## src/rtl/core/les_pkg.sv

```systemverilog
// ----------------------------------------------------------------------------
// les_pkg
// Shared types, constants and arithmetic helpers for the Lorenz Euler stepper.
// ----------------------------------------------------------------------------
package les_pkg;

    localparam int WORD_W   = 32;
    localparam int FRAC_W   = 24;
    localparam int GAIN_W   = 31;
    localparam int DT_W     = 25;
    localparam int CFG_IDX_W = 3;
    localparam int OPND_W   = WORD_W + 1;
    localparam int PROD_W   = 2 * OPND_W;
    localparam int SUM_W    = 2 * WORD_W;
    localparam int ROOT_W   = WORD_W;
    localparam int REM_W    = ROOT_W + 2;
    localparam int SEQ_LAST = 14;
    localparam int SQRT_LAST = ROOT_W;
    localparam int CNT_W    = 6;

    // configuration register indexes
    localparam logic [CFG_IDX_W-1:0] REG_SIGMA   = 3'd0;
    localparam logic [CFG_IDX_W-1:0] REG_RHO     = 3'd1;
    localparam logic [CFG_IDX_W-1:0] REG_BETA    = 3'd2;
    localparam logic [CFG_IDX_W-1:0] REG_DT      = 3'd3;
    localparam logic [CFG_IDX_W-1:0] REG_START_X = 3'd4;
    localparam logic [CFG_IDX_W-1:0] REG_START_Y = 3'd5;
    localparam logic [CFG_IDX_W-1:0] REG_START_Z = 3'd6;

    localparam logic [GAIN_W-1:0] SIGMA_RST = 31'd167772160;
    localparam logic [GAIN_W-1:0] RHO_RST   = 31'd469762048;
    localparam logic [GAIN_W-1:0] BETA_RST  = 31'd44739243;
    localparam logic [DT_W-1:0]   DT_RST    = 25'd167772;
    localparam logic [WORD_W-1:0] START_RST = 32'd16777216;

    typedef logic signed [WORD_W-1:0] word_t;

    typedef enum logic [3:0] {
        OP_NONE,
        OP_SX,
        OP_XR,
        OP_XY,
        OP_BZ,
        OP_DXT,
        OP_DYT,
        OP_DZT,
        OP_SQX,
        OP_SQY,
        OP_SQZ
    } op_t;

    typedef enum logic [1:0] {
        S_IDLE,
        S_RUN,
        S_SQRT,
        S_FINISH
    } state_t;

    typedef struct packed {
        op_t  op;
        logic load;
        logic sqrt_load;
        logic sqrt_step;
        logic publish;
    } cmd_t;

    typedef struct packed {
        logic  ov;
        word_t val;
    } sat_t;

    // multiply sequence: derivative, Euler update, derivative, squares
    function automatic op_t op_at(logic [CNT_W-1:0] idx);
        op_t o;
        case (idx)
            6'd0, 6'd7:  o = OP_SX;
            6'd1, 6'd8:  o = OP_XR;
            6'd2, 6'd9:  o = OP_XY;
            6'd3, 6'd10: o = OP_BZ;
            6'd4:        o = OP_DXT;
            6'd5:        o = OP_DYT;
            6'd6:        o = OP_DZT;
            6'd11:       o = OP_SQX;
            6'd12:       o = OP_SQY;
            6'd13:       o = OP_SQZ;
            default:     o = OP_NONE;
        endcase
        return o;
    endfunction

    function automatic sat_t clamp(logic signed [PROD_W-1:0] v);
        localparam logic signed [PROD_W-1:0] SMAX = (PROD_W'(1) <<< (WORD_W - 1)) - 1;
        localparam logic signed [PROD_W-1:0] SMIN = -SMAX - 1;
        sat_t r;
        if (v > SMAX)
        begin
            r.ov = 1'b1;
            r.val = word_t'(SMAX);
        end
        else if (v < SMIN)
        begin
            r.ov = 1'b1;
            r.val = word_t'(SMIN);
        end
        else
        begin
            r.ov = 1'b0;
            r.val = word_t'(v);
        end
        return r;
    endfunction

    // fixed-point rescale of a full product, truncating toward zero
    function automatic sat_t mulq(logic signed [PROD_W-1:0] p);
        localparam logic signed [PROD_W-1:0] RND = (PROD_W'(1) <<< FRAC_W) - 1;
        logic signed [PROD_W-1:0] adj;
        adj = p + (p[PROD_W-1] ? RND : '0);
        return clamp(adj >>> FRAC_W);
    endfunction

    function automatic sat_t sat_add(word_t a, word_t b);
        return clamp(PROD_W'(a) + PROD_W'(b));
    endfunction

    function automatic sat_t sat_sub(word_t a, word_t b);
        return clamp(PROD_W'(a) - PROD_W'(b));
    endfunction

endpackage

```

## src/rtl/core/les_ctrl.sv

```systemverilog
// ----------------------------------------------------------------------------
// les_ctrl
// Sequencer: walks the multiply schedule, the square root and the hand-off.
// ----------------------------------------------------------------------------
module les_ctrl
    import les_pkg::*;
(
    input  logic clk,
    input  logic rst_n,
    input  logic in_valid,
    output logic in_ready,
    output logic out_valid,
    input  logic out_ready,
    output cmd_t cmd
);

    state_t            state_reg, state_next;
    logic [CNT_W-1:0]  cnt_reg, cnt_next;
    logic              out_valid_reg, out_valid_next;

    always_ff @(posedge clk or negedge rst_n)
    begin
        if (!rst_n)
        begin
            state_reg     <= S_IDLE;
            cnt_reg       <= '0;
            out_valid_reg <= 1'b0;
        end
        else
        begin
            state_reg     <= state_next;
            cnt_reg       <= cnt_next;
            out_valid_reg <= out_valid_next;
        end
    end

    always_comb
    begin
        state_next = state_reg;
        cnt_next   = cnt_reg;
        case (state_reg)
            S_IDLE:
            begin
                cnt_next = '0;
                if (in_valid)
                    state_next = S_RUN;
            end
            S_RUN:
            begin
                if (cnt_reg == CNT_W'(SEQ_LAST))
                begin
                    cnt_next   = '0;
                    state_next = S_SQRT;
                end
                else
                    cnt_next = cnt_reg + 1'b1;
            end
            S_SQRT:
            begin
                if (cnt_reg == CNT_W'(SQRT_LAST))
                    state_next = S_FINISH;
                else
                    cnt_next = cnt_reg + 1'b1;
            end
            S_FINISH:
            begin
                if (!out_valid_reg || out_ready)
                    state_next = S_IDLE;
            end
            default: state_next = S_IDLE;
        endcase
    end

    always_comb
    begin
        cmd            = '0;
        cmd.op         = OP_NONE;
        in_ready       = 1'b0;
        out_valid_next = out_valid_reg && !out_ready;
        case (state_reg)
            S_IDLE:
            begin
                in_ready = 1'b1;
                cmd.load = in_valid;
            end
            S_RUN:  cmd.op = op_at(cnt_reg);
            S_SQRT:
            begin
                cmd.sqrt_load = (cnt_reg == '0);
                cmd.sqrt_step = (cnt_reg != '0);
            end
            S_FINISH:
            begin
                // hold the result until the output register is free
                if (!out_valid_reg || out_ready)
                begin
                    cmd.publish    = 1'b1;
                    out_valid_next = 1'b1;
                end
            end
            default: ;
        endcase
    end

    assign out_valid = out_valid_reg;

endmodule

```

## config.mk

```make
export PLATFORM = sky130hd
export DESIGN_NAME = les_ctrl
export DESIGN_NICKNAME = d
export VERILOG_FILES = /design/src/rtl/core/les_pkg.sv /design/src/rtl/core/les_ctrl.sv
export SDC_FILE = /design/constraint.sdc
export NUM_CORES = 1
export LEC_CHECK = 0
export ABC_AREA = 1
export BUFFER_PORTS_ARGS = -buffer_cell sky130_fd_sc_hd__clkbuf_2
export CELL_PAD_IN_SITES_DETAIL_PLACEMENT = 1
export CELL_PAD_IN_SITES_GLOBAL_PLACEMENT = 1
export CORE_ASPECT_RATIO = 0.9
export CORE_UTILIZATION = 40
export CTS_BUF_LIST = sky130_fd_sc_hd__clkbuf_8
export DETAILED_ROUTE_END_ITERATION = 10
export HOLD_SLACK_MARGIN = 0.06
export PLACE_DENSITY = 0.86
export SYNTH_ARGS = -nofsm -noshare
export SYNTH_HDL_FRONTEND = slang
export SYNTH_SLANG_ARGS = --single-unit
```

## constraint.sdc

```tcl
create_clock -name clk -period 2.35 [get_ports clk]
set_input_delay 0.235 -clock clk [delete_from_list [all_inputs] [get_ports clk]]
set_output_delay 0.235 -clock clk [all_outputs]
set_load 0.005 [all_outputs]
```

# Word-level counts from Yosys, hierarchy flattened
# Memory sizes are Yosys's and may differ from the RTL's.
# Index checks and enable logic that the tools add are counted.
# totals
register_bits,9
mem_bits_ro,64
elab_cells,43
mem_count,1
input_bits,4
# mem_list
name,depth,word_bits,read_ports,rd_ports_with_merged_regs,write_ports,line,text
(no name shown),16,4,1,0,0,les_pkg.sv:75,case (idx)
# classes
n_addsub,1
muxes,17
reduce_logical,11
eq_ne,10
# ops
cell,n
one-hot mux 6 bit (3 select lines),1
2-to-1 mux 6 bit,2
2-to-1 mux 2 bit,5
"inequality test 2 bit, second input constant",5
2-to-1 mux 4 bit,2
one-hot mux 2 bit (4 select lines),1
"adder 6 x 1 -> 6 bit, second input constant",1
"== test 6 x 4 -> 1 bit, second input constant",1
"== test 6 bit, second input constant",1
zero test 6 bit,1
2-to-1 mux 1 bit,6
nonzero test 6 bit,1
"== test 2 bit, second input constant",2
zero test 2 bit,2
AND reduction 4 bit,1
nonzero test 3 bit,1
"== test 2 x 1 -> 1 bit, second input constant",1
zero test 1 bit,2
AND reduction 2 bit,1
logical AND 1 bit,1
logical OR 1 bit,1

# Logic depth before layout (Yosys ltp)
# Gate-level depths: netlist of run 1.
# logic_depth
word_depth,4
mapped_depth,10
mapped_depth_nobuf,9

# Worst setup path after synthesis of run 1
# Ideal clock, no wire load.
# synth_timing
path_type,flip-flop to output port
start,reg cnt_reg[0]
end,out cmd[4] in the netlist's numbering
setup_slack_ps,928
t_arrival_ps,1187
t_required_ps,2115
path_buffers,0
stages_incl_launch_ff,6
cell_sequence,dfrtp_1 > inv_1 > ha_1 > nand2_1 > a31o_2 > a21oi_2
# synth_rtl
item,line,text
start: declaration,les_ctrl.sv:18,"logic [CNT_W-1:0] cnt_reg, cnt_next;"
start signal: assignment,les_ctrl.sv:32,cnt_reg <= cnt_next;
end: declaration,les_ctrl.sv:14,output cmd_t cmd

==> flow_summary.json, run 1 <==
{
  "cts_buffers": 3,
  "antenna_found_initial": 0,
  "ctsLongestPathBuffers": 2,
  "use_met1": 0.312,
  "whs_ns": 0.300,
  "worst_pin_slew_ns": 0.546,
  "rsz0062_at_grt": "no",
  "path_cells": "inv_1 > ha_1 > nand2_1 > a31o_2 > a21oi_2 > clkbuf_2",
  "setup_tns_ns": 0,
  "gp_congestion": 0.790,
  "syn_inst": 134,
  "layout_common_cells": "41 x nand2_1, 23 x inv_1, 13 x nor2_1, 13 x clkbuf_2",
  "ioPinCount": 14,
  "vias_per_cell": 5.23,
  "min_period_ns": 1.93,
  "relSlewSlack": 0.636,
  "fin_area_sq_um": 1030,
  "final_cells": 175,
  "vias": 915,
  "dp.final_hpwl_mm": 2.04,
  "diodes": 0,
  "die-area_sq_um": 2450,
  "maxCapViolations": 0,
  "critPathRequiredTime_ns": 2.12,
  "start_util": 0.445,
  "area_delta_synth_final_pct": 14.7,
  "drv_slew": 0,
  "tritoncts": "done",
  "startpoint_type": "flip-flop",
  "remaining_drc_errors": 0,
  "fin_crit_sh": 0.820,
  "drive_gt1_frac": 0.173,
  "largest_reg_flops": 6,
  "skew_ns": 0.00268,
  "die_h_um": 47.1,
  "cts_setup_buffers": 0,
  "fmax_mhz": 519,
  "syn-num-nets": 150,
  "setup_viol": 0,
  "met2_usage": 0.410,
  "grt_max_degree": 16,
  "cts.clk_slew.worst_paths_ns": 0.04,
  "ir_drop_uv": 595,
  "drt_wl_total_mm": 2.48,
  "die_x_um": 52.1,
  "yosysSeqAreaShare": 0.250,
  "track_usage": 0.239,
  "grt_pass1_wl_mm": 4.07,
  "ys.warnings.count": 0,
  "clk_latency_ns": 0.23,
  "cp-end-kind": "output pin",
  "grt_pass1_vias": 866,
  "worst-path-buf-inv": 2,
  "top_usage_layer": "met2",
  "power_density_nw_per_um2": 970,
  "finalHoldViolCount": 0,
  "synth_seq_cells": 9,
  "arrival_ns": 1.69,
  "cp_slowest_cell": "dfrtp_1",
  "placed_area_sq_um": 980,
  "syn_area_sq_um": 902,
  "reg2reg_slack_ns": 0.77,
  "port-buffer-count": 13,
  "dp_cells": 170,
  "drtAntennaViolNets": 0,
  "grt_util_met3": 0.0227,
  "cp_top_family": "flip-flops",
  "ys_types": 21,
  "dr.pass1.iters": 4,
  "ctsHtreeMaxLevel": 1,
  "cpPeakStageDelay_ns": 0.47,
  "syn_area_per_cell_sq_um": 6.73,
  "final_common_cell": "nand2_1",
  "wl_per_cell_um": 14.2,
  "drt-initial-drc-count": 18,
  "fp.coreArea_sq_um": 2030,
  "hp-class": "input port to flip-flop",
  "overflow": 0,
  "nets": 167,
  "worst-path-max-fanout": 8,
  "root_buffer": "clkbuf_8",
  "crit_type": "flip-flop to output pin",
  "p_leak_nw": 0.589,
  "num_rows": 15,
  "outcome": "complete, no violations",
  "cts_sinks": 9
}
==> routing by layer <==
layer  part of all wire  wire [um]
met1               0.48       1180
met2               0.48       1200
met3              0.028         70
met4              0.013         31
met5                  0          0
==> worst paths after layout <==
path                                        start                endpoint  depth (start not counted)
setup / recovery           cnt_reg[0]$_DFFE_PN0P_                  cmd[4]                          6
hold / removal                          out_ready     out_valid$_DFF_PN0_                          4
setup reg to reg           cnt_reg[0]$_DFFE_PN0P_  cnt_reg[4]$_DFFE_PN0P_                          7
hold reg to reg               out_valid$_DFF_PN0_     out_valid$_DFF_PN0_                          2
max in group asynchronous                   rst_n  cnt_reg[4]$_DFFE_PN0P_                          2
min in group asynchronous                   rst_n  cnt_reg[3]$_DFFE_PN0P_                          2
==> layout make-up <==
type,instances,area [sq um]
sequential,9,225
clock inverter,1,3.75
fill,291,992
tap,25,31.3
multi-input combinational,100,572
timing repair buffer,14,75.1
inverter,23,86.3
clock buffer,3,41.3
==> worst register-to-register path, cell delays in order (launching register included) <==
cell     delay, ns
dfrtp_1       0.49
inv_1         0.16
ha_1          0.28
nand4_2       0.16
nand2_4       0.10
nor2_2        0.19
nand2_1       0.08
nand2_1       0.06
==> cells by family after synthesis <==
group | count (synthesis) | synth area share
compound gates | 15 | 0.107
xor+xnor | 1 | 0.00971
fa+ha+maj | 12 | 0.166
buf+inv | 25 | 0.117
flops | 9 | 0.250
simple gates | 72 | 0.351
==> metrics by stage <==
step,setup WS (ns),utilization,power [mW]
after floorplan,0.928,-,0.632
after detailed placement,0.672,0.483,0.829
final,0.423,0.510,1.00
after global routing,0.313,0.510,1.11
after CTS,0.422,0.510,1.01
after global placement,0.750,0.483,0.787
==> synthesized netlist by cell type <==
master     number  area (sq um)
xor2_1          1          8.76
a2111oi_2       1          15.0
a31o_2          1          8.76
o21ai_1         2          10.0
a21oi_1         4          20.0
buf_4           1          7.51
nand2_4         1          11.3
nand2_1        41           154
nor2_2          3          18.8
nor2_1         13          48.8
dfrtp_1         9           225
nor2_4          1          11.3
inv_2           1          3.75
nand3_1        12          60.1
o21ai_0         5          25.0
inv_1          22          82.6
nand4_2         1          12.5
buf_6           1          11.3
a211o_1         1          8.76
ha_1           12           150
a21oi_2         1          8.76
==> power by group <==
group          internal (mW)  leakage (nW)  switching, mW
clock network          0.113        0.0269         0.0584
registers              0.193         0.120         0.0589
logic                  0.206         0.442          0.375
total                  0.512         0.589          0.492
==> timing repair <==
item                      CTS  global route
hold buffers                1             0
resized for setup           0             0
hold endpoints to repair    9             0
Power figures use the tool's default switching activity.
==> inputs of run 2 (changes only) <==
--- a/config.mk
+++ b/config.mk
@@ -10,11 +10,11 @@
 export CELL_PAD_IN_SITES_DETAIL_PLACEMENT = 1
 export CELL_PAD_IN_SITES_GLOBAL_PLACEMENT = 1
 export CORE_ASPECT_RATIO = 0.9
-export CORE_UTILIZATION = 40
+export CORE_UTILIZATION = 37
 export CTS_BUF_LIST = sky130_fd_sc_hd__clkbuf_8
 export DETAILED_ROUTE_END_ITERATION = 10
 export HOLD_SLACK_MARGIN = 0.06
-export PLACE_DENSITY = 0.86
+export PLACE_DENSITY = 0.84
 export SYNTH_ARGS = -nofsm -noshare
 export SYNTH_HDL_FRONTEND = slang
 export SYNTH_SLANG_ARGS = --single-unit
==> constraint.sdc (replaced) <==
create_clock -name clk -period 1.7 [get_ports clk]
set_input_delay 0.17 -clock clk [delete_from_list [all_inputs] [get_ports clk]]
set_output_delay 0.17 -clock clk [all_outputs]
set_load 0.005 [all_outputs]
==> run 2 against run 1 <==
Compared with the run above:
- final cell count is 2.9% higher
- critical path depth is 1 higher
- via count is 0.11% lower
- highest routed layer unchanged
- sequential power is 44% higher
- critical path type unchanged
==> flow_summary.json, run 2 (synthesis results as in run 1) <==
{
  "outcome": "complete, no violations",
  "holdPathStages": 4,
  "cp_slowest_cell": "dfrtp_2",
  "grt_util_met3": 0.0405,
  "diodes": 0,
  "ioPinCount": 14,
  "placed_area_sq_um": 982,
  "overflow": 0,
  "vias_per_cell": 5.08,
  "grt_pass1_wl_mm": 4.22,
  "worst-r2r-cell-count": 8,
  "top_usage_layer": "met2",
  "cp_common_cell": "o21ai_1",
  "wl_per_cell_um": 14.9,
  "dp.final_hpwl_mm": 1.88,
  "switching_share": 0.478,
  "hp-start": "out_ready",
  "setup_viol": 0,
  "use_met1": 0.303,
  "p_comb_frac": 0.603,
  "vias": 914,
  "drv_slew": 0,
  "fin_area_sq_um": 1110,
  "antenna_found_initial": 0,
  "p_leak_nw": 0.594,
  "track_usage": 0.216,
  "die_x_um": 54.1,
  "drt-initial-drc-count": 13,
  "grt_max_degree": 16,
  "finalHoldViolCount": 0,
  "start_util": 0.402,
  "min_period_ns": 1.63,
  "met2_usage": 0.337,
  "dr.pass1.iters": 4,
  "cp_top_family": "flip-flops",
  "critPathRequiredTime_ns": 1.53,
  "nets": 170,
  "cp-end-kind": "output pin",
  "fin_crit_sh": 0.961,
  "ctsLongestPathBuffers": 2,
  "cpPeakStageDelay_ns": 0.45,
  "setup_tns_ns": 0,
  "worst-path-buf-inv": 2,
  "gp_congestion": 0.801,
  "path_cells": "buf_4 > ha_2 > a21oi_2 > o21ai_1 > o21ai_1 > nor2_1 > clkbuf_2",
  "worst_pin_slew_ns": 0.331,
  "layout_common_cells": "40 x nand2_1, 20 x inv_1, 13 x clkbuf_2",
  "area_delta_synth_final_pct": 23.4,
  "fmax_mhz": 612,
  "arrival_ns": 1.46,
  "clk_latency_ns": 0.23,
  "num_rows": 16,
  "final_common_cell": "nand2_1",
  "grt_pass1_vias": 919,
  "drive_gt1_frac": 0.301,
  "startpoint_type": "flip-flop",
  "ctsHtreeMaxLevel": 1,
  "port-buffer-count": 13,
  "skew_ns": 0.00115,
  "fp.coreArea_sq_um": 2240,
  "hp-class": "input port to flip-flop",
  "intPower_mw": 0.792,
  "root_buffer": "clkbuf_8",
  "cts_buffers": 3,
  "p_sw_mw": 0.726,
  "tritoncts": "done",
  "startpoint": "cnt_reg[0]$_DFFE_PN0P_",
  "power_density_nw_per_um2": 1360,
  "worst-path-max-fanout": 6,
  "remaining_drc_errors": 0,
  "die_h_um": 48.8,
  "die-area_sq_um": 2640,
  "r2r_start": "state_reg[0]$_DFFE_PN0P_",
  "rsz0062_at_grt": "yes",
  "largest_reg_flops": 6,
  "fillCellCount": 303,
  "maxCapViolations": 0,
  "ir_drop_uv": 849,
  "cts_sinks": 9,
  "clock_power_share": 0.159,
  "drtAntennaViolNets": 0,
  "crit_type": "flip-flop to output pin",
  "cts.clk_slew.worst_paths_ns": 0.05,
  "worst-path-stages": 7,
  "p_seq_frac": 0.238,
  "register_area_sq_um": 233,
  "relSlewSlack": 0.779,
  "multi_input_area_sq_um": 613,
  "drt_wl_total_mm": 2.68
}
==> run 2: cell types whose count changed in the layout (fill, tap and decap cells not counted), moves of 2 or more <==
cell	delta
dfrtp_1	-6
dfrtp_2	+6
ha_1	-5
buf_4	+3
ha_2	+3
inv_1	-3
ha_4	+2
inv_4	+2
o21ai_0	-2
o21ai_1	+2
==> run 2: worst paths after layout <==
check,to,slack (ns)
min,out_valid$_DFF_PN0_,0.21
min reg2reg,out_valid$_DFF_PN0_,0.54
max reg2reg,state_reg[0]$_DFFE_PN0P_,0.21
min in group asynchronous,cnt_reg[2]$_DFFE_PN0P_,0.33
max,cmd[5],0.07
max in group asynchronous,state_reg[1]$_DFFE_PN0P_,1.15
==> run 2: metal layers <==
layer,wire (um),part of all wire
met1,1220,0.46
met2,1300,0.48
met3,105,0.039
met4,58,0.022
met5,0,0
==> run 2: worst reg2reg max path: stages (launching register included) <==
cell and delay, ns:
dfrtp_2 0.45, inv_1 0.12, ha_1 0.21, inv_1 0.06
o21ai_0 0.17, inv_1 0.06, nand3_1 0.16, nand2_1 0.07
o21ai_1 0.10
==> run 2: cell type report <==
type	count	share of cell area
sequential	9	0.209
timing repair buffer	17	0.0876
multi-input combinational	100	0.551
clock inverter	1	0.00337
clock buffer	3	0.0371
tap	27	0.0303
inverter	23	0.0820
==> run 2: stage by stage <==
| step | total power, mW | cells | worst slack, ns | util | hold slack (ns) |
|---|---|---|---|---|---|
| floorplan | 0.874 | 134 | 0.343 | - | -0.126 |
| global route | 1.66 | 180 | -0.00737 | 0.497 | 0.248 |
| finish | 1.52 | 180 | 0.0655 | 0.497 | 0.211 |
| detailed placement | 1.13 | 172 | 0.119 | 0.438 | 0.0442 |
| CTS | 1.47 | 180 | 0.0146 | 0.486 | 0.213 |
| global placement | 1.10 | 172 | 0.175 | 0.438 | 0.0393 |
==> run 2: repair_timing <==
action | CTS | global route
endpoints found under the hold margin | 9 | 0
buffers inserted | 3 | 0
endpoints found under the setup margin | 4 | 7
hold buffers | 1 | 0
cloned | 0 | 0
pin swaps | 0 | 1
resized for setup | 8 | 15
==> run 2: power groups by stage <==
stage / registers (mW) / logic (mW) / clock network (mW)
6_report: 0.362 / 0.914 / 0.241
5_1_grt: 0.375 / 1.03 / 0.258
4_1_cts: 0.344 / 0.880 / 0.249
3_5_place_dp: 0.346 / 0.787 / 0
3_3_place_gp: 0.339 / 0.757 / 0
2_1_floorplan: 0.327 / 0.546 / 0
